### src/hw/rtl/sprq_pkg.sv
package sprq_pkg;

  localparam int DEPTH_DEF = 16;

  localparam int ID_W = 16;
  localparam int PRIO_W = 4;
  localparam int OCC_W = 5;

  typedef enum logic {
    KIND_ENQ = 1'b0,
    KIND_DEQ = 1'b1
  } kind_t;

  typedef enum logic [1:0] {
    ST_OK    = 2'd0,
    ST_EMPTY = 2'd1,
    ST_FULL  = 2'd2
  } status_t;

  typedef struct packed {
    kind_t              kind;
    logic [ID_W-1:0]    proc_id;
    logic [PRIO_W-1:0]  priority_req;
  } req_t;

  typedef struct packed {
    status_t            status;
    logic [ID_W-1:0]    out_id;
    logic [PRIO_W-1:0]  out_priority;
    logic [OCC_W-1:0]   occupancy;
  } res_t;

  typedef struct packed {
    logic [ID_W-1:0]    id;
    logic [PRIO_W-1:0]  prio;
  } entry_t;

endpackage

### src/hw/rtl/stable_priority_ready_queue_core.sv
// Stable priority ready queue: enqueue requests (in_tuser = 0) insert a process id
// behind every stored entry of equal or higher priority; dequeue requests
// (in_tuser = 1) pop the head. Each request gives one result with status, the
// popped entry and the occupancy. Entries sit in a circular buffer with one
// write and one registered read a cycle, walked by a small sequencer.
// A dequeue reads the head, then registers the popped entry and advances the
// head. An enqueue walks from the tail toward the head, reading and comparing
// the entry in front of the free slot; one of lower priority is written one
// slot back, and the new entry is written where a stored entry of equal or
// higher priority stops the walk, or at the head. A rejected request (empty or
// full) goes straight to the result. in_tready returns once the sequencer has
// handed off its result. Each result then passes an output register, and the
// next request is taken while a result waits there; the sequencer holds its
// own result while that register is still full.
module stable_priority_ready_queue_core import sprq_pkg::*; #(
  parameter int DEPTH = DEPTH_DEF
) (
  input  logic        clk,
  input  logic        rst_n,
  input  logic        in_tvalid,
  output logic        in_tready,
  input  logic [23:0] in_tdata,   // proc_id[15:0], priority_req[19:16], zero pad
  input  logic [0:0]  in_tuser,   // kind[0]
  output logic        out_tvalid,
  input  logic        out_tready,
  output logic [31:0] out_tdata,  // out_id[15:0], out_priority[19:16],
                                  // occupancy[24:20], zero pad
  output logic [1:0]  out_tuser   // status[1:0]
);

  req_t  req;
  res_t  eng_res;
  logic  eng_res_valid;
  logic  eng_res_ready;
  logic  out_valid_r;
  res_t  out_res_r;

  assign req.kind = kind_t'(in_tuser[0]);
  assign req.proc_id = in_tdata[15:0];
  assign req.priority_req = in_tdata[19:16];

  sprq_engine #(
    .DEPTH(DEPTH)
  ) u_engine (
    .clk(clk),
    .rst_n(rst_n),
    .req_valid(in_tvalid),
    .req_ready(in_tready),
    .req(req),
    .res_valid(eng_res_valid),
    .res_ready(eng_res_ready),
    .res(eng_res)
  );

  assign eng_res_ready = !out_valid_r || out_tready;

  always_ff @(posedge clk) begin
    if (!rst_n) begin
      out_valid_r <= 1'b0;
    end else if (eng_res_ready) begin
      out_valid_r <= eng_res_valid;
      if (eng_res_valid) begin
        out_res_r <= eng_res;
      end
    end
  end

  assign out_tvalid = out_valid_r;
  assign out_tuser = out_res_r.status;
  assign out_tdata = {7'd0, out_res_r.occupancy, out_res_r.out_priority, out_res_r.out_id};

endmodule

### src/hw/rtl/sprq_engine.sv
module sprq_engine import sprq_pkg::*; #(
  parameter int DEPTH = DEPTH_DEF
) (
  input  logic clk,
  input  logic rst_n,
  input  logic req_valid,
  output logic req_ready,
  input  req_t req,
  output logic res_valid,
  input  logic res_ready,
  output res_t res
);

  localparam int AW = (DEPTH > 1) ? $clog2(DEPTH) : 1;
  localparam int CW = $clog2(DEPTH + 1);
  localparam logic [AW:0] DEPTH_W = (AW + 1)'(DEPTH);
  localparam logic [CW-1:0] DEPTH_C = CW'(DEPTH);

  typedef enum logic [2:0] {
    S_IDLE,
    S_ENQ_RD,
    S_ENQ_CMP,
    S_DEQ_OUT,
    S_FIN
  } state_t;

  state_t          state_r;
  logic [CW-1:0]   cnt_r;
  logic [AW-1:0]   head_r;
  logic [AW-1:0]   idx_r;
  req_t            req_r;
  status_t         st_r;
  entry_t          out_ent_r;

  entry_t          mem [DEPTH];
  entry_t          rd_q;
  logic [AW-1:0]   rd_addr;
  logic            wr_en;
  logic [AW-1:0]   wr_addr;
  entry_t          wr_data;
  logic            move;
  entry_t          new_ent;

  function automatic logic [AW-1:0] phys(input logic [AW-1:0] base,
                                         input logic [AW-1:0] ofs);
    logic [AW:0] s;
    s = {1'b0, base} + {1'b0, ofs};
    if (s >= DEPTH_W) begin
      s = s - DEPTH_W;
    end
    return s[AW-1:0];
  endfunction

  assign new_ent = '{id: req_r.proc_id, prio: req_r.priority_req};
  assign move = (rd_q.prio < req_r.priority_req);

  assign req_ready = (state_r == S_IDLE);
  assign res_valid = (state_r == S_FIN);
  assign res.status = st_r;
  assign res.out_id = out_ent_r.id;
  assign res.out_priority = out_ent_r.prio;
  assign res.occupancy = OCC_W'(cnt_r);

  always_comb begin
    rd_addr = head_r;
    wr_en = 1'b0;
    wr_addr = phys(head_r, idx_r);
    wr_data = new_ent;
    unique case (state_r)
      S_ENQ_RD: begin
        if (idx_r == '0) begin
          wr_en = 1'b1;
        end else begin
          rd_addr = phys(head_r, idx_r - AW'(1));
        end
      end
      S_ENQ_CMP: begin
        wr_en = 1'b1;
        if (move) begin
          wr_data = rd_q;
        end
      end
      S_IDLE, S_DEQ_OUT, S_FIN: begin
      end
      default: begin
      end
    endcase
  end

  always_ff @(posedge clk) begin
    if (wr_en) begin
      mem[wr_addr] <= wr_data;
    end
    rd_q <= mem[rd_addr];
  end

  always_ff @(posedge clk) begin
    if (!rst_n) begin
      state_r <= S_IDLE;
      cnt_r <= '0;
      head_r <= '0;
      idx_r <= '0;
      st_r <= ST_OK;
      out_ent_r <= '0;
    end else begin
      unique case (state_r)
        S_IDLE: begin
          if (req_valid) begin
            req_r <= req;
            out_ent_r <= '0;
            st_r <= ST_OK;
            if (req.kind == KIND_ENQ) begin
              if (cnt_r == DEPTH_C) begin
                st_r <= ST_FULL;
                state_r <= S_FIN;
              end else begin
                idx_r <= cnt_r[AW-1:0];
                state_r <= S_ENQ_RD;
              end
            end else begin
              if (cnt_r == '0) begin
                st_r <= ST_EMPTY;
                state_r <= S_FIN;
              end else begin
                state_r <= S_DEQ_OUT;
              end
            end
          end
        end
        S_ENQ_RD: begin
          if (idx_r == '0) begin
            cnt_r <= cnt_r + CW'(1);
            state_r <= S_FIN;
          end else begin
            state_r <= S_ENQ_CMP;
          end
        end
        S_ENQ_CMP: begin
          if (move) begin
            idx_r <= idx_r - AW'(1);
            state_r <= S_ENQ_RD;
          end else begin
            cnt_r <= cnt_r + CW'(1);
            state_r <= S_FIN;
          end
        end
        S_DEQ_OUT: begin
          out_ent_r <= rd_q;
          head_r <= phys(head_r, AW'(1));
          cnt_r <= cnt_r - CW'(1);
          state_r <= S_FIN;
        end
        S_FIN: begin
          if (res_ready) begin
            state_r <= S_IDLE;
          end
        end
        default: begin
          state_r <= S_IDLE;
        end
      endcase
    end
  end

`ifndef ASSERT_OFF
  a_cnt_bound: assert property (@(posedge clk) disable iff (!rst_n)
    cnt_r <= DEPTH_C)
    else $error("entry count above depth");

  a_deq_nonempty: assert property (@(posedge clk) disable iff (!rst_n)
    (state_r == S_DEQ_OUT) |-> (cnt_r != '0))
    else $error("dequeue read on empty queue");

  a_full_status: assert property (@(posedge clk) disable iff (!rst_n)
    (res_valid && res.status == ST_FULL) |-> (cnt_r == DEPTH_C))
    else $error("full status while not full");

  a_enq_count: assert property (@(posedge clk) disable iff (!rst_n)
    (state_r == S_ENQ_CMP && !move) |=> (cnt_r == $past(cnt_r) + CW'(1)))
    else $error("insert did not advance count");
`endif

endmodule
### config.mk
export PLATFORM = sky130hd
export DESIGN_NAME = stable_priority_ready_queue_core
export DESIGN_NICKNAME = d
export VERILOG_FILES = /design/src/hw/rtl/sprq_pkg.sv /design/src/hw/rtl/stable_priority_ready_queue_core.sv /design/src/hw/rtl/sprq_engine.sv
export SDC_FILE = /design/constraint.sdc
export NUM_CORES = 1
export LEC_CHECK = 0
export ABC_AREA = 1
export BUFFER_PORTS_ARGS = -buffer_cell sky130_fd_sc_hd__buf_2
export CAP_MARGIN = 20
export CORE_UTILIZATION = 55
export DETAILED_ROUTE_END_ITERATION = 8
export PLACE_DENSITY_LB_ADDON = 0.3
export SLEW_MARGIN = 20
export SYNTH_ARGS = -nofsm -noshare
export SYNTH_HDL_FRONTEND = slang
export SYNTH_SLANG_ARGS = --single-unit
### constraint.sdc
create_clock -name clk -period 4.2 [get_ports clk]
set_input_delay 0.21 -clock clk [delete_from_list [all_inputs] [get_ports clk]]
set_output_delay 0.21 -clock clk [all_outputs]
set_load 0.005 [all_outputs]
-- Yosys cells after proc, flatten, opt, wreduce, memory -nomap -nowiden
Memories as Yosys holds them, arrays and structs flattened. A register that Yosys moved wholly into a read port is not among the register bits.
Cells that the tools add are included.
- reduce and logical (&&, ||, !) cells: 15
- multiplexer cells: 32
- eq/ne operators: 12
- magnitude comparators: 4
- $add $sub $neg: 9
- operators by type and width (cell ; count):
    $mux 20 ; 3
    $pmux 20 s2 ; 1
    $mux 4 ; 9
    $mux 3 ; 7
    $sub 4x1->4 const B ; 4
    $ge 5x5->1 const B ; 3
    $pmux 3 s5 ; 1
    $pmux 5 s3 ; 1
    $add 4x4->5 ; 2
    $mux 5 ; 2
    $reduce_and 3->1 ; 3
    $ne 2x2->1 const B ; 4
    $pmux 4 s2 ; 1
    $eq 3x2->1 const B ; 2
    $ne 2x1->1 const B ; 3
    $reduce_and 2->1 ; 3
    $add 4x1->5 const B ; 1
    $add 5x1->5 const B ; 1
    $eq 5x5->1 const B ; 1
    $logic_not 5->1 ; 1
    $reduce_and 5->1 ; 1
    $sub 5x1->5 const B ; 1
    $logic_not 4->1 ; 1
    $lt 4x4->1 ; 1
    10 further kinds ; 15
- memory bits (writable): 320
- memories kept: 1
- register bits: 86
- output and inout bits: 36
- input port bits: 29
- memories (name ; depth ; width ; rd ports ; clocked after Yosys merged registers in ; wr ports ; RTL line ; RTL):
    u_engine.mem ; 16 ; 20 ; 1 ; 1 ; 1 ; sprq_engine.sv:35 ; entry_t mem [DEPTH];

-- Longest topological paths before layout
Gate-level depths: netlist of run 1.
- depth in word-level cells: 6
- gate-level depth with buffers: 13
- mapped depth without buffers: 12

-- Hierarchy
Synthesis of run 1 repeated with hierarchy kept, for this count alone.
- cells, all modules: 1765
- area total of the unflattened synthesis: 18321.3 µm²
- by module, submodules not included (module ; area an instance (µm²) ; cells each ; instances):
    sprq_engine ; 17405.4 ; 1723 ; 1
    stable_priority_ready_queue_core ; 915.9 ; 42 ; 1

-- Worst setup path before layout of run 1
Ideal clock, no wire load.
- kind: register -> register
- start: register u_engine.state_r[1]
- end: register out_res_r, in the netlist out_tdata[0] (enable)
- required time: 3721 ps
- arrival: 3204 ps
- path buffers: 0
- stages on the path, launching flop included: 4
- setup time: 479 ps
- path slack: 516 ps
- cell sequence: dfxtp_1 -> nor2_1 -> inv_1 -> nor4_1
- longest elaborated chain between the ends: 2
- RTL lines (element ; RTL line ; RTL):
    start: declaration ; sprq_engine.sv:27 ; state_t state_r;
    start signal: assignment ; sprq_engine.sv:99 ; state_r <= S_IDLE;
    start signal: assignment ; sprq_engine.sv:115 ; state_r <= S_FIN;
    start signal: assignment ; sprq_engine.sv:118 ; state_r <= S_ENQ_RD;
    $eq 3x3->1 ; sprq_engine.sv:58 ; assign res_valid = (state_r == S_FIN);
    $reduce_and 3->1 (no line) ; n/a ;
    end signal: assignment ; stable_priority_ready_queue_core.sv:63 ; out_res_r <= eng_res;
    end: declaration ; stable_priority_ready_queue_core.sv:36 ; res_t out_res_r;
Every way passes these cells.
A chain may end at the register's enable or synchronous reset.

-- Final worst setup path of run 1
- start: register u_engine.head_r[0]
- end: memory u_engine.mem[12][10] (netlist name) (enable)
- longest elaborated chain between the ends: 3
- elaborated cells between the ends (all ways): 4
- classes of those cells: add/sub (2); order compare (1); mux (1)
- RTL lines (element ; RTL line ; RTL):
    start: declaration ; sprq_engine.sv:29 ; logic [AW-1:0] head_r;
    start signal: assignment ; sprq_engine.sv:149 ; head_r <= phys(head_r, AW'(1));
    $add 4x4->5 (*) ; sprq_engine.sv:47 ; s = {1'b0, base} + {1'b0, ofs};
    $sub 4x1->4 or $ge 5x5->1 (tied branches) ; sprq_engine.sv:49, sprq_engine.sv:48 ;
    $mux 4 (*) ; sprq_engine.sv:48 ; if (s >= DEPTH_W) begin
    end: declaration ; sprq_engine.sv:35 ;
Mark *: on every way between the ends. The rest lies on a longest branch, timed or not.

==> results of run 1 <==
cell usage after synthesis:
cell                         n  area (um2)
sky130_fd_sc_hd__o21a_1      1       7.510
sky130_fd_sc_hd__dfxtp_1    59        1181
sky130_fd_sc_hd__nand2_2     4       25.02
sky130_fd_sc_hd__nand2_4     1       11.26
sky130_fd_sc_hd__inv_2       1       3.750
sky130_fd_sc_hd__nand4_1     6       37.54
sky130_fd_sc_hd__a21o_1      2       15.01
sky130_fd_sc_hd__conb_1      1       3.750
sky130_fd_sc_hd__inv_1     356        1336
sky130_fd_sc_hd__o21ai_0    15       75.07
sky130_fd_sc_hd__clkbuf_1   31       116.4
sky130_fd_sc_hd__or2_2       1       6.260
sky130_fd_sc_hd__nand3_1   423        2117
sky130_fd_sc_hd__buf_1       7       26.28
sky130_fd_sc_hd__xnor2_1     4       35.03
sky130_fd_sc_hd__nor2_1     33       123.9
sky130_fd_sc_hd__a21oi_1    38       190.2
sky130_fd_sc_hd__mux2_2     16       180.2
sky130_fd_sc_hd__edfxtp_1  367       11020
sky130_fd_sc_hd__buf_2      35       175.2
sky130_fd_sc_hd__o31ai_1     1       7.510
sky130_fd_sc_hd__buf_4       7       52.55
sky130_fd_sc_hd__fa_1        3       60.06
sky130_fd_sc_hd__nor3_1      5       25.02
sky130_fd_sc_hd__nand3_2     2       20.02
sky130_fd_sc_hd__ha_1       14       175.2
sky130_fd_sc_hd__buf_6      11       123.9
sky130_fd_sc_hd__nor2_4      1       11.26
sky130_fd_sc_hd__a31oi_1     1       6.260
sky130_fd_sc_hd__nand2_1   307        1152
sky130_fd_sc_hd__o21ai_2     3       26.28
sky130_fd_sc_hd__xor2_1      4       35.03
sky130_fd_sc_hd__nor2_2      1       6.260
sky130_fd_sc_hd__nor4_1      1       6.260
registers in the layout, summed over array words and instances, names as in the netlist:
name              flops
out_tdata            25
out_tuser             2
out_tvalid            1
u_engine.cnt_r        5
u_engine.head_r       4
u_engine.idx_r        4
u_engine.mem        320
u_engine.new_ent     20
u_engine.rd_q        20
u_engine.res         20
u_engine.st_r         2
u_engine.state_r      3
worst paths after layout:
check	to	slack (ns)	depth (start not counted)
worst max-delay path	u_engine.mem[12][10]	1.28	6
worst min register to register	out_tdata[2]	0.43	0
worst max register to register	u_engine.mem[12][10]	1.28	6
worst min-delay path	u_engine.state_r[2]	0.13	4
tightest hold or removal path, cell delays in order:
cell,delay (ns)
sky130_fd_sc_hd__buf_2,0.11
sky130_fd_sc_hd__o21a_1,0.15
sky130_fd_sc_hd__nand2_1,0.05
sky130_fd_sc_hd__a21oi_1,0.10
area by class of cell:
cell class | instances | area [um2]
Timing Repair Buffer | 116 | 833.3
Clock inverter | 22 | 292.8
Clock buffer | 57 | 1181
Fill cell | 2449 | 11820
Inverter | 357 | 1340
Tap cell | 442 | 553.0
Sequential cell | 426 | 12200
Multi-Input combinational cell | 894 | 4481
per-stage QoR:
stage               utilization [%]  setup slack [ns]  total power (W)  instances
detailed placement            58.62             1.339         0.007277       2212
floorplan                         -            0.5163         0.006634       1768
CTS                           63.83             1.302          0.01124       2314
finish                        63.86             1.276          0.01126       2314
global placement              58.62             1.362         0.007217       2212
global route                  63.86             1.140          0.01168       2314
power breakdown:
group | switching (W) | internal (W) | leakage, nW | total (W)
combinational | 0.00137 | 0.000593 | 4.31 | 0.00196
clock | 0.00157 | 0.00242 | 0.725 | 0.00398
sequential | 0.000214 | 0.00510 | 3.80 | 0.00531
metal layers:
metal	global-route usage (%)	up-vias	wire, um
met5	0	-	0
li1	-	5948	-
met3	4.817	138	4327
met1	34.16	6113	17360
met4	13.59	0	2102
met2	45.25	677	21420
cells by family (layout without fill, tap and decap cells):
kind of cell             count (synthesis)  in the layout  synth area share (%)
AO/OA/AOI/OAI                           61             61                 1.782
flip-flops                             426            426                 66.33
adder cells (fa/ha/maj)                 17             17                 1.279
XOR/XNOR                                 8              8                0.3809
multiplexers                            16             16                0.9794
other                                    1              7               0.02039
buffers and inverters                  448            552                 9.971
AND/OR/NAND/NOR                        785            785                 19.26
what timing repair did:
action / in CTS / in global routing
buffers inserted: 0 / 0
hold buffers: 23 / 0
hold endpoints to repair: 23 / 0
==> implementation parameters, run 1 <==
Parameter                              Value

Outcome
  Outcome    complete, no violations

Critical path
  Bufs and invs on worst path    2
  Worst endpoint required time    4.41 ns
  Largest delay contributor family on the critical path    simple AND/OR/NAND/NOR gates
  Start point of the critical path    u_engine.head_r[0]
  Start of the worst register-to-register path    u_engine.head_r[0]
  Worst Setup Path Type    flop to flop
  Arrival time of the worst setup path    3.13 ns
  Cells along the critical path    ha_1 -> fa_1 -> inv_1 -> nand3_1 -> nor2_2 -> buf_4
  Critical path startpoint category    flop
  Slowest stage cell on the critical path    sky130_fd_sc_hd__nor2_2
  CP Max Fanout    13
  Largest stage delay, worst path    0.67 ns
  Crit. End Element    flop

Floorplan
  Die W    184.9 um
  Initial Util    56.25%
  CORE AREA    32700 um2
  Row cnt    66
  I/O pin cnt    65
  Die Y-Extent    184.9 um
  Die area    34180 um2

Global routing
  Largest net degree at the start of global routing    71
  Combined global-route utilization of all metal layers    27.15%
  Number of antenna violations at the first check in global routing    1
  Global-route wire length before repair    69480 um
  Vias in the first global route    12618
  Total congestion overflow after global routing    0

Layout
  Area delta synth->final    13.52%
  Number of diodes added for antenna fixing    0
  Most common library cell in the layout ignoring fill and taps    sky130_fd_sc_hd__nand3_1
  Layout cell share with drive strength beyond 1    11.32%
  Nets@finish    1884
  Highest-count cells in the layout ignoring fill and taps    sky130_fd_sc_hd__nand3_1 (422), sky130_fd_sc_hd__edfxtp_1 (367), sky130_fd_sc_hd__inv_1 (356)
  Cell area after layout    20880 um2

Yosys
  Number of cells produced by synthesis    1762
  Synthesis-stage register bit count    426
  Summed instance area of the synthesized netlist    18400 um2
  Per-instance average area after synthesis    10.44 um2
  Count of yosys warnings during synthesis    0
  Sequential element share of the synthesized area    66.33%
  Number of distinct library cells after synthesis    34

Clock network
  CTS root buf    sky130_fd_sc_hd__clkbuf_16
  Insertion delay to the later sink of the worst-skew pair    0.55 ns
  Number of sinks on the clock net    426
  Number of gates resized after cts    0
  Number of clock buffers inserted by TritonCTS    43
  H-tree level count    2
  Clock transition at the registers of the reported paths    0.06 ns
  TritonCTS clock tree    built
  Clk buf depth    3

Timing
  Max Slew Vio Count    0
  Setup TNS Final    0 ns
  Relative slew margins    38.73%
  Transition time of the tightest slew-check pin    0.9180 ns
  Endpoints failing hold    0
  Period utilisation layout    69.62%
  Clock Skew    0.01813 ns
  RSZ-0062 raised after global routing    false
  Final worst hold slack    0.1274 ns
  Final setup violation count    0
  Final critical path time including I/O delays and setup    2.924 ns
  Timing-limited maximum frequency    342.0 MHz

Route
  First-iteration detailed-routing DRC count    1239
  DR pass1 iterations    7
  Average wire length per cell after detail routing    19.54 um
  DRT Wirelength    45200 um
  Vias/cell    5.564
  Count of nets left with antenna violations after detail routing    0
  Detailed-route via count    12876
  Final routed DRC violation total    0

Placement
  Number of port buffers    53
  HPWL Detailed    24860 um
  RePlAce Congestion    0.8480
  DP Area    19170 um2

Pwr
  Leakage power    8.837 nW
  Power per cell area    539.1 nW/um2
  Worst IR drop on VDD    0.0004415 V

Hold path
  Launch point of the worst hold path    in_tvalid
  Type of the most critical hold path    primary input to flop

Run
  Number of maximum-capacitance constraint violations    0
Note: power is estimated with default switching activity, not from simulation.
==> inputs of run 2 (changes only) <==
- clock period: 4.2 -> 2.8 ns (I/O delays scaled with it)
==> implementation parameters, run 2 (same netlist as run 1, synthesis figures left out) <==
Parameter                              Value

Outcome
  Outcome    complete, no violations (unchanged)

Pwr
  Clock share of power    33.5% (was 35.4%)
  Switching fraction of total power    27.76% (was 27.98%)
  Power per cell area    781.9 nW/um2 (was 539.1 nW/um2)
  Leakage power    8.939 nW (was 8.837 nW)
  Overall power of the completed layout    0.01648 W (was 0.01126 W)
  Relative contribution of combinational cells to total power    18.1% (was 17.4%)
  Internal power summed over all cells    0.01191 W (was 0.008108 W)
  Share of power burned in registers    48.4% (was 47.2%)
  Net switching power    0.004575 W (was 0.003150 W)
  Worst IR drop on VDD    0.0004872 V (was 0.0004415 V)

Timing
  Endpoints failing hold    0 (unchanged)
  Timing-limited maximum frequency    390.3 MHz (was 342.0 MHz)
  Period utilisation layout    91.51% (was 69.62%)
  Clock Skew    0.02543 ns (was 0.01813 ns)
  Final Worst Setup Slack    0.2376 ns (was 1.276 ns)
  RSZ-0062 raised after global routing    false (unchanged)
  Final setup violation count    0 (unchanged)
  Max Slew Vio Count    0 (unchanged)
  Setup TNS Final    0 ns (unchanged)
  Relative slew margins    58.62% (was 38.73%)
  Transition time of the tightest slew-check pin    0.6206 ns (was 0.9180 ns)
  Final critical path time including I/O delays and setup    2.562 ns (was 2.924 ns)

Floorplan
  CORE AREA    32700 um2 (unchanged)
  Die Y-Extent    184.9 um (unchanged)
  Initial Util    56.25% (unchanged)
  Row cnt    66 (unchanged)
  I/O pin cnt    65 (unchanged)
  Die W    184.9 um (unchanged)
  Die area    34180 um2 (unchanged)

Layout
  Post-layout utilization of the core    64.46% (was 63.86%)
  Most common library cell in the layout ignoring fill and taps    sky130_fd_sc_hd__nand3_1 (unchanged)
  # fillers    2422 (was 2449)
  Area delta synth->final    14.59% (was 13.52%)
  Highest-count cells in the layout ignoring fill and taps    sky130_fd_sc_hd__nand3_1 (422), sky130_fd_sc_hd__edfxtp_1 (367), sky130_fd_sc_hd__inv_1 (356) (unchanged)
  Layout cell share with drive strength beyond 1    11.76% (was 11.32%)
  Nets@finish    1903 (was 1884)
  Flip-flop count of the largest register, all copies and words added    320 (unchanged)
  Final instance count without filler cells    2329 (was 2314)
  Number of diodes added for antenna fixing    0 (unchanged)
  Largest register by flop count    u_engine.mem (unchanged)

Hold path
  Type of the most critical hold path    primary input to flop (unchanged)
  Hold Crit Depth    4 (unchanged)

Clock network
  H-tree level count    2 (unchanged)
  Clock transition at the registers of the reported paths    0.06 ns (about the same)
  Clk buf depth    3 (unchanged)
  Insertion delay to the later sink of the worst-skew pair    0.54 ns (was 0.55 ns)
  Number of clock buffers inserted by TritonCTS    42 (was 43)
  CTS root buf    sky130_fd_sc_hd__clkbuf_16 (unchanged)
  TritonCTS clock tree    built (unchanged)
  Number of gates resized after cts    0 (unchanged)
  Number of buffers inserted by post-CTS setup repair    0 (unchanged)
  Number of sinks on the clock net    426 (unchanged)

Placement
  Placed Cells    2231 (was 2212)
  Worst slack, placed    0.3142 ns (was 1.339 ns)
  RePlAce Congestion    0.8555 (was 0.8480)
  Number of port buffers    53 (unchanged)
  HPWL Detailed    24510 um (was 24860 um)

Route
  Count of nets left with antenna violations after detail routing    0 (unchanged)
  First-iteration detailed-routing DRC count    1296 (was 1239)
  Vias/cell    5.480 (was 5.564)
  Final routed DRC violation total    0 (unchanged)
  Average wire length per cell after detail routing    18.75 um (was 19.54 um)
  DR pass1 iterations    5 (was 7)
  Detailed-route via count    12763 (was 12876)
  DRT Wirelength    43660 um (was 45200 um)

Critical path
  Slowest stage cell on the critical path    sky130_fd_sc_hd__dfxtp_1 (was sky130_fd_sc_hd__nor2_2)
  Most prevalent standard cell on the critical path    sky130_fd_sc_hd__nand2_1
  Worst endpoint required time    3.21 ns (was 4.41 ns)
  Critical path startpoint category    flop (unchanged)
  Arrival time of the worst setup path    2.97 ns (was 3.13 ns)
  Worst Setup Path Type    flop to flop (unchanged)
  Largest stage delay, worst path    0.39 ns (was 0.67 ns)
  Cells along the critical path    inv_1 -> ha_1 -> xor2_1 -> ha_1 -> a21oi_1 -> nand2_1 -> nand3_1 -> nand3_1 -> nand2_1 -> nand2_1 -> buf_12 -> nand3_1 -> nand2_1 (was ha_1 -> fa_1 -> inv_1 -> nand3_1 -> nor2_2 -> buf_4)
  Crit. End Element    flop (unchanged)
  Logic depth of the worst register-to-register path    13 (was 6)
  CP Max Fanout    20 (was 13)

Global routing
  Total congestion overflow after global routing    0 (unchanged)
  Number of antenna violations at the first check in global routing    0 (was 1)
  Global-route wire length before repair    66990 um (was 69480 um)
  Combined global-route utilization of all metal layers    26.16% (was 27.15%)
  Largest net degree at the start of global routing    71 (unchanged)
  Vias in the first global route    12399 (was 12618)

Run
  Number of maximum-capacitance constraint violations    0 (unchanged)
==> run 2: cell types whose count changed in the layout (fill, tap and decap cells not counted), moves of 2 or more <==
cell | before | now
sky130_fd_sc_hd__buf_12 | 3 | 16
sky130_fd_sc_hd__buf_4 | 37 | 43
sky130_fd_sc_hd__bufinv_16 | 7 | 4
sky130_fd_sc_hd__clkbuf_8 | 1 | 4
sky130_fd_sc_hd__clkinv_2 | 10 | 7
sky130_fd_sc_hd__a21oi_1 | 36 | 38
sky130_fd_sc_hd__a21oi_2 | 2 | 0
sky130_fd_sc_hd__clkbuf_16 | 45 | 43
sky130_fd_sc_hd__clkinv_1 | 2 | 4
==> run 2: routing by layer <==
layer / wire, um / global-route usage, % / vias up / part of all wire, %
met5: 0 / 0 / - / 0
li1: - / - / 5983 / -
met4: 1850 / 12.46 / 0 / 4.2
met3: 4343 / 4.797 / 135 / 9.9
met2: 20720 / 43.34 / 690 / 47
met1: 16750 / 33.31 / 5955 / 38
==> run 2: layout make-up <==
class / instances / area [um2] / share of cell area (%)
flip-flops and latches: 426 / 12200 / 57.89
multi-input cells: 894 / 4479 / 21.25
inverters: 357 / 1340 / 6.357
clock buffers: 57 / 1169 / 5.544
repair buffers: 136 / 1149 / 5.449
well taps: 442 / 553.0 / 2.624
clock inverters: 17 / 187.7 / 0.8904
==> run 2: power groups by stage <==
| stage | logic, W | clock network [W] | registers (W) |
|---|---|---|---|
| after floorplan | 0.00200 | 0 | 0.00795 |
| after global placement | 0.00281 | 0 | 0.00809 |
| after detailed placement | 0.00290 | 0 | 0.00809 |
| after CTS | 0.00295 | 0.00556 | 0.00796 |
| after global routing | 0.00329 | 0.00582 | 0.00801 |
| final | 0.00298 | 0.00552 | 0.00798 |
==> run 2: path summary, 6_finish.rpt <==
path | from | to | slack [ns]
max | u_engine.idx_r[0] | u_engine.rd_q[3] | 0.24
min | in_tvalid | u_engine.state_r[2] | 0.09
max reg2reg | u_engine.idx_r[0] | u_engine.rd_q[3] | 0.24
min reg2reg | u_engine.res[19] | out_tdata[10] | 0.43
==> run 2: worst max-delay path: cells and delay by family (launching register included) <==
kind / cells / cell delay [ns]
and+or+nand+nor: 7 / 0.68
adders and majority gates: 2 / 0.60
DFF: 1 / 0.39
buffers and inverters: 2 / 0.30
xor gates and xnor gates: 1 / 0.27
AOI/OAI and AO/OA: 1 / 0.20
==> run 2: stage by stage <==
stage	area (um2)	hold WS, ns
finish	21080	0.08579
global route	21080	0.1242
CTS	21080	0.06452
detailed placement	19480	0.3181
global placement	19480	0.3176
floorplan	18420	0.2389
==> run 2: timing repair <==
item	CTS	global route
endpoints found under the setup margin	0	0
endpoints found under the hold margin	34	0
hold buffers	24	0
==> inputs of run 3 (changes only) <==
- CELL_PAD_IN_SITES_DETAIL_PLACEMENT: not set -> 0
- CELL_PAD_IN_SITES_GLOBAL_PLACEMENT: not set -> 2
- CORE_UTILIZATION: 55 -> 41
- RECOVER_POWER: not set -> 25
==> implementation parameters, run 3 (same netlist as run 1, synthesis figures left out) <==
Parameter                              Value

Outcome
  Outcome    complete, no violations (unchanged)

Timing
  RSZ-0062 raised after global routing    false (unchanged)
  Final setup violation count    0 (unchanged)
  Transition time of the tightest slew-check pin    1.157 ns (was 0.6206 ns)
  Period utilisation layout    93.95% (was 91.51%)
  Timing-limited maximum frequency    380.2 MHz (was 390.3 MHz)
  Clock Skew    0.02389 ns (was 0.02543 ns)
  Endpoints failing hold    0 (unchanged)
  Setup TNS Final    0 ns (unchanged)
  Relative slew margins    22.90% (was 58.62%)
  Max Slew Vio Count    0 (unchanged)
  Final critical path time including I/O delays and setup    2.631 ns (was 2.562 ns)

Route
  Final routed DRC violation total    0 (unchanged)
  Vias/cell    4.931 (was 5.480)
  Top routing layer used    met4 (unchanged)
  Met2 layer wire length in the routed design    22490 um (was 20720 um)
  Met3 wire length    3444 um (was 4343 um)
  DR pass1 iterations    6 (was 5)
  Average wire length per cell after detail routing    19.54 um (was 18.75 um)
  Count of nets left with antenna violations after detail routing    0 (unchanged)
  Met1 routed wirelength after detailed routing    21230 um (was 16750 um)
  First-iteration detailed-routing DRC count    1062 (was 1296)
  Detailed-route via count    12328 (was 12763)
  DRT Wirelength    48850 um (was 43660 um)

Global routing
  Number of antenna violations at the first check in global routing    1 (was 0)
  Global-route wire length before repair    72990 um (was 66990 um)
  Combined global-route utilization of all metal layers    22.01% (was 26.16%)
  Largest net degree at the start of global routing    93 (was 71)
  Vias in the first global route    11916 (was 12399)
  Total congestion overflow after global routing    0 (unchanged)

Layout
  Nets@finish    1919 (was 1903)
  Largest register by flop count    u_engine.mem (unchanged)
  Final instance count without filler cells    2500 (was 2329)
  Area delta synth->final    15.79% (was 14.59%)
  Layout cell share with drive strength beyond 1    10.01% (was 11.76%)
  Flip-flop count of the largest register, all copies and words added    320 (unchanged)
  Most common library cell in the layout ignoring fill and taps    sky130_fd_sc_hd__nand3_1 (unchanged)
  Highest-count cells in the layout ignoring fill and taps    sky130_fd_sc_hd__nand3_1 (422), sky130_fd_sc_hd__edfxtp_1 (367), sky130_fd_sc_hd__inv_1 (356) (unchanged)
  Number of diodes added for antenna fixing    0 (unchanged)

Clock network
  Clock transition at the registers of the reported paths    0.06 ns (about the same)
  TritonCTS clock tree    built (unchanged)
  CTS root buf    sky130_fd_sc_hd__clkbuf_16 (unchanged)
  Number of clock buffers inserted by TritonCTS    47 (was 42)
  Number of sinks on the clock net    426 (unchanged)
  Number of gates resized after cts    0 (unchanged)
  Insertion delay to the later sink of the worst-skew pair    0.59 ns (was 0.54 ns)
  Hold-fix buffer count after cts    26 (was 24)
  Number of buffers inserted by post-CTS setup repair    0 (unchanged)
  H-tree level count    2 (unchanged)
  Clk buf depth    3 (unchanged)

Pwr
  Leakage power    8.914 nW (was 8.939 nW)
  Worst IR drop on VDD    0.0004948 V (was 0.0004872 V)
  Power per cell area    791.1 nW/um2 (was 781.9 nW/um2)

Critical path
  Minimum setup slack among reg-to-reg paths    0.17 ns (was 0.24 ns)
  Worst Setup Path Type    flop to flop (unchanged)
  Arrival time of the worst setup path    3.16 ns (was 2.97 ns)
  CP Max Fanout    22 (was 20)
  Crit. End Element    flop (unchanged)
  Worst endpoint required time    3.33 ns (was 3.21 ns)
  Critical path startpoint category    flop (unchanged)

Floorplan
  Die W    213.8 um (was 184.9 um)
  Die area    45720 um2 (was 34180 um2)
  CORE AREA    44220 um2 (was 32700 um2)
  Initial Util    41.60% (was 56.25%)
  Die Y-Extent    213.8 um (was 184.9 um)
  Row cnt    77 (was 66)
  I/O pin cnt    65 (unchanged)

Placement
  HPWL Detailed    27780 um (was 24510 um)
  RePlAce Congestion    0.8155 (was 0.8555)
  Placed Cells    2390 (was 2231)
  Number of port buffers    53 (unchanged)

Hold path
  Type of the most critical hold path    primary input to flop (unchanged)

Run
  Number of maximum-capacitance constraint violations    0 (unchanged)
-- run 3: routing by layer --
layer  track usage, %  vias up
met5                0        -
met4            8.966        0
met3            4.159      103
met2            35.66      390
met1            29.07     5809
li1                 -     6026
-- run 3: per-stage QoR --
stage / hold WS (ns) / utilization [%] / total power [W] / worst slack, ns / instance area, um2
final: 0.2618 / 48.17 / 0.01685 / 0.1695 / 21300
after global routing: 0.2652 / 48.17 / 0.01761 / 0.001995 / 21300
after CTS: 0.2265 / 48.41 / 0.01702 / 0.2001 / 21410
after detailed placement: 0.3181 / 44.59 / 0.01119 / 0.3145 / 19720
after global placement: 0.3179 / 44.58 / 0.01116 / 0.2711 / 19710
after floorplan: 0.2389 / - / 0.009952 / 0.2273 / 18420
-- run 3: final cells by class --
| type | instances | area (um2) |
|---|---|---|
| Fill cell | 4051 | 22920 |
| Sequential cell | 426 | 12200 |
| Multi-Input combinational cell | 894 | 4448 |
| Inverter | 357 | 1340 |
| Clock buffer | 62 | 1264 |
| Timing Repair Buffer | 147 | 1140 |
| Tap cell | 592 | 740.7 |
| Clock inverter | 22 | 166.4 |
-- run 3: worst paths after layout --
path	start	endpoint	cells after the start
setup / recovery	u_engine.rd_q[2]	u_engine.state_r[2]	10
hold / removal	in_tdata[8]	u_engine.new_ent[12]	2
setup reg to reg	u_engine.rd_q[2]	u_engine.state_r[2]	10
hold reg to reg	u_engine.res[7]	out_tdata[18]	0
-- run 3: report_power, final --
group / switching (W) / total, W / leakage, nW / internal (W)
Sequential: 0.000352 / 0.00800 / 3.80 / 0.00765
Combinational: 0.00206 / 0.00304 / 4.41 / 0.000981
Clock: 0.00246 / 0.00581 / 0.708 / 0.00335
Total: 0.00487 / 0.0169 / 8.91 / 0.0120
-- run 3: critical path, cell delays in order, from the launching register on --
cell and delay (ns):
sky130_fd_sc_hd__dfxtp_1 0.50, sky130_fd_sc_hd__ha_1 0.21, sky130_fd_sc_hd__a21o_1 0.14, sky130_fd_sc_hd__nor2_1 0.06, sky130_fd_sc_hd__nand2_1 0.12, sky130_fd_sc_hd__buf_4 0.43, sky130_fd_sc_hd__nand2_1 0.25, sky130_fd_sc_hd__nand2_1 0.13
sky130_fd_sc_hd__nand2_1 0.05, sky130_fd_sc_hd__a21oi_1 0.11, sky130_fd_sc_hd__dlygate4sd3_1 0.55
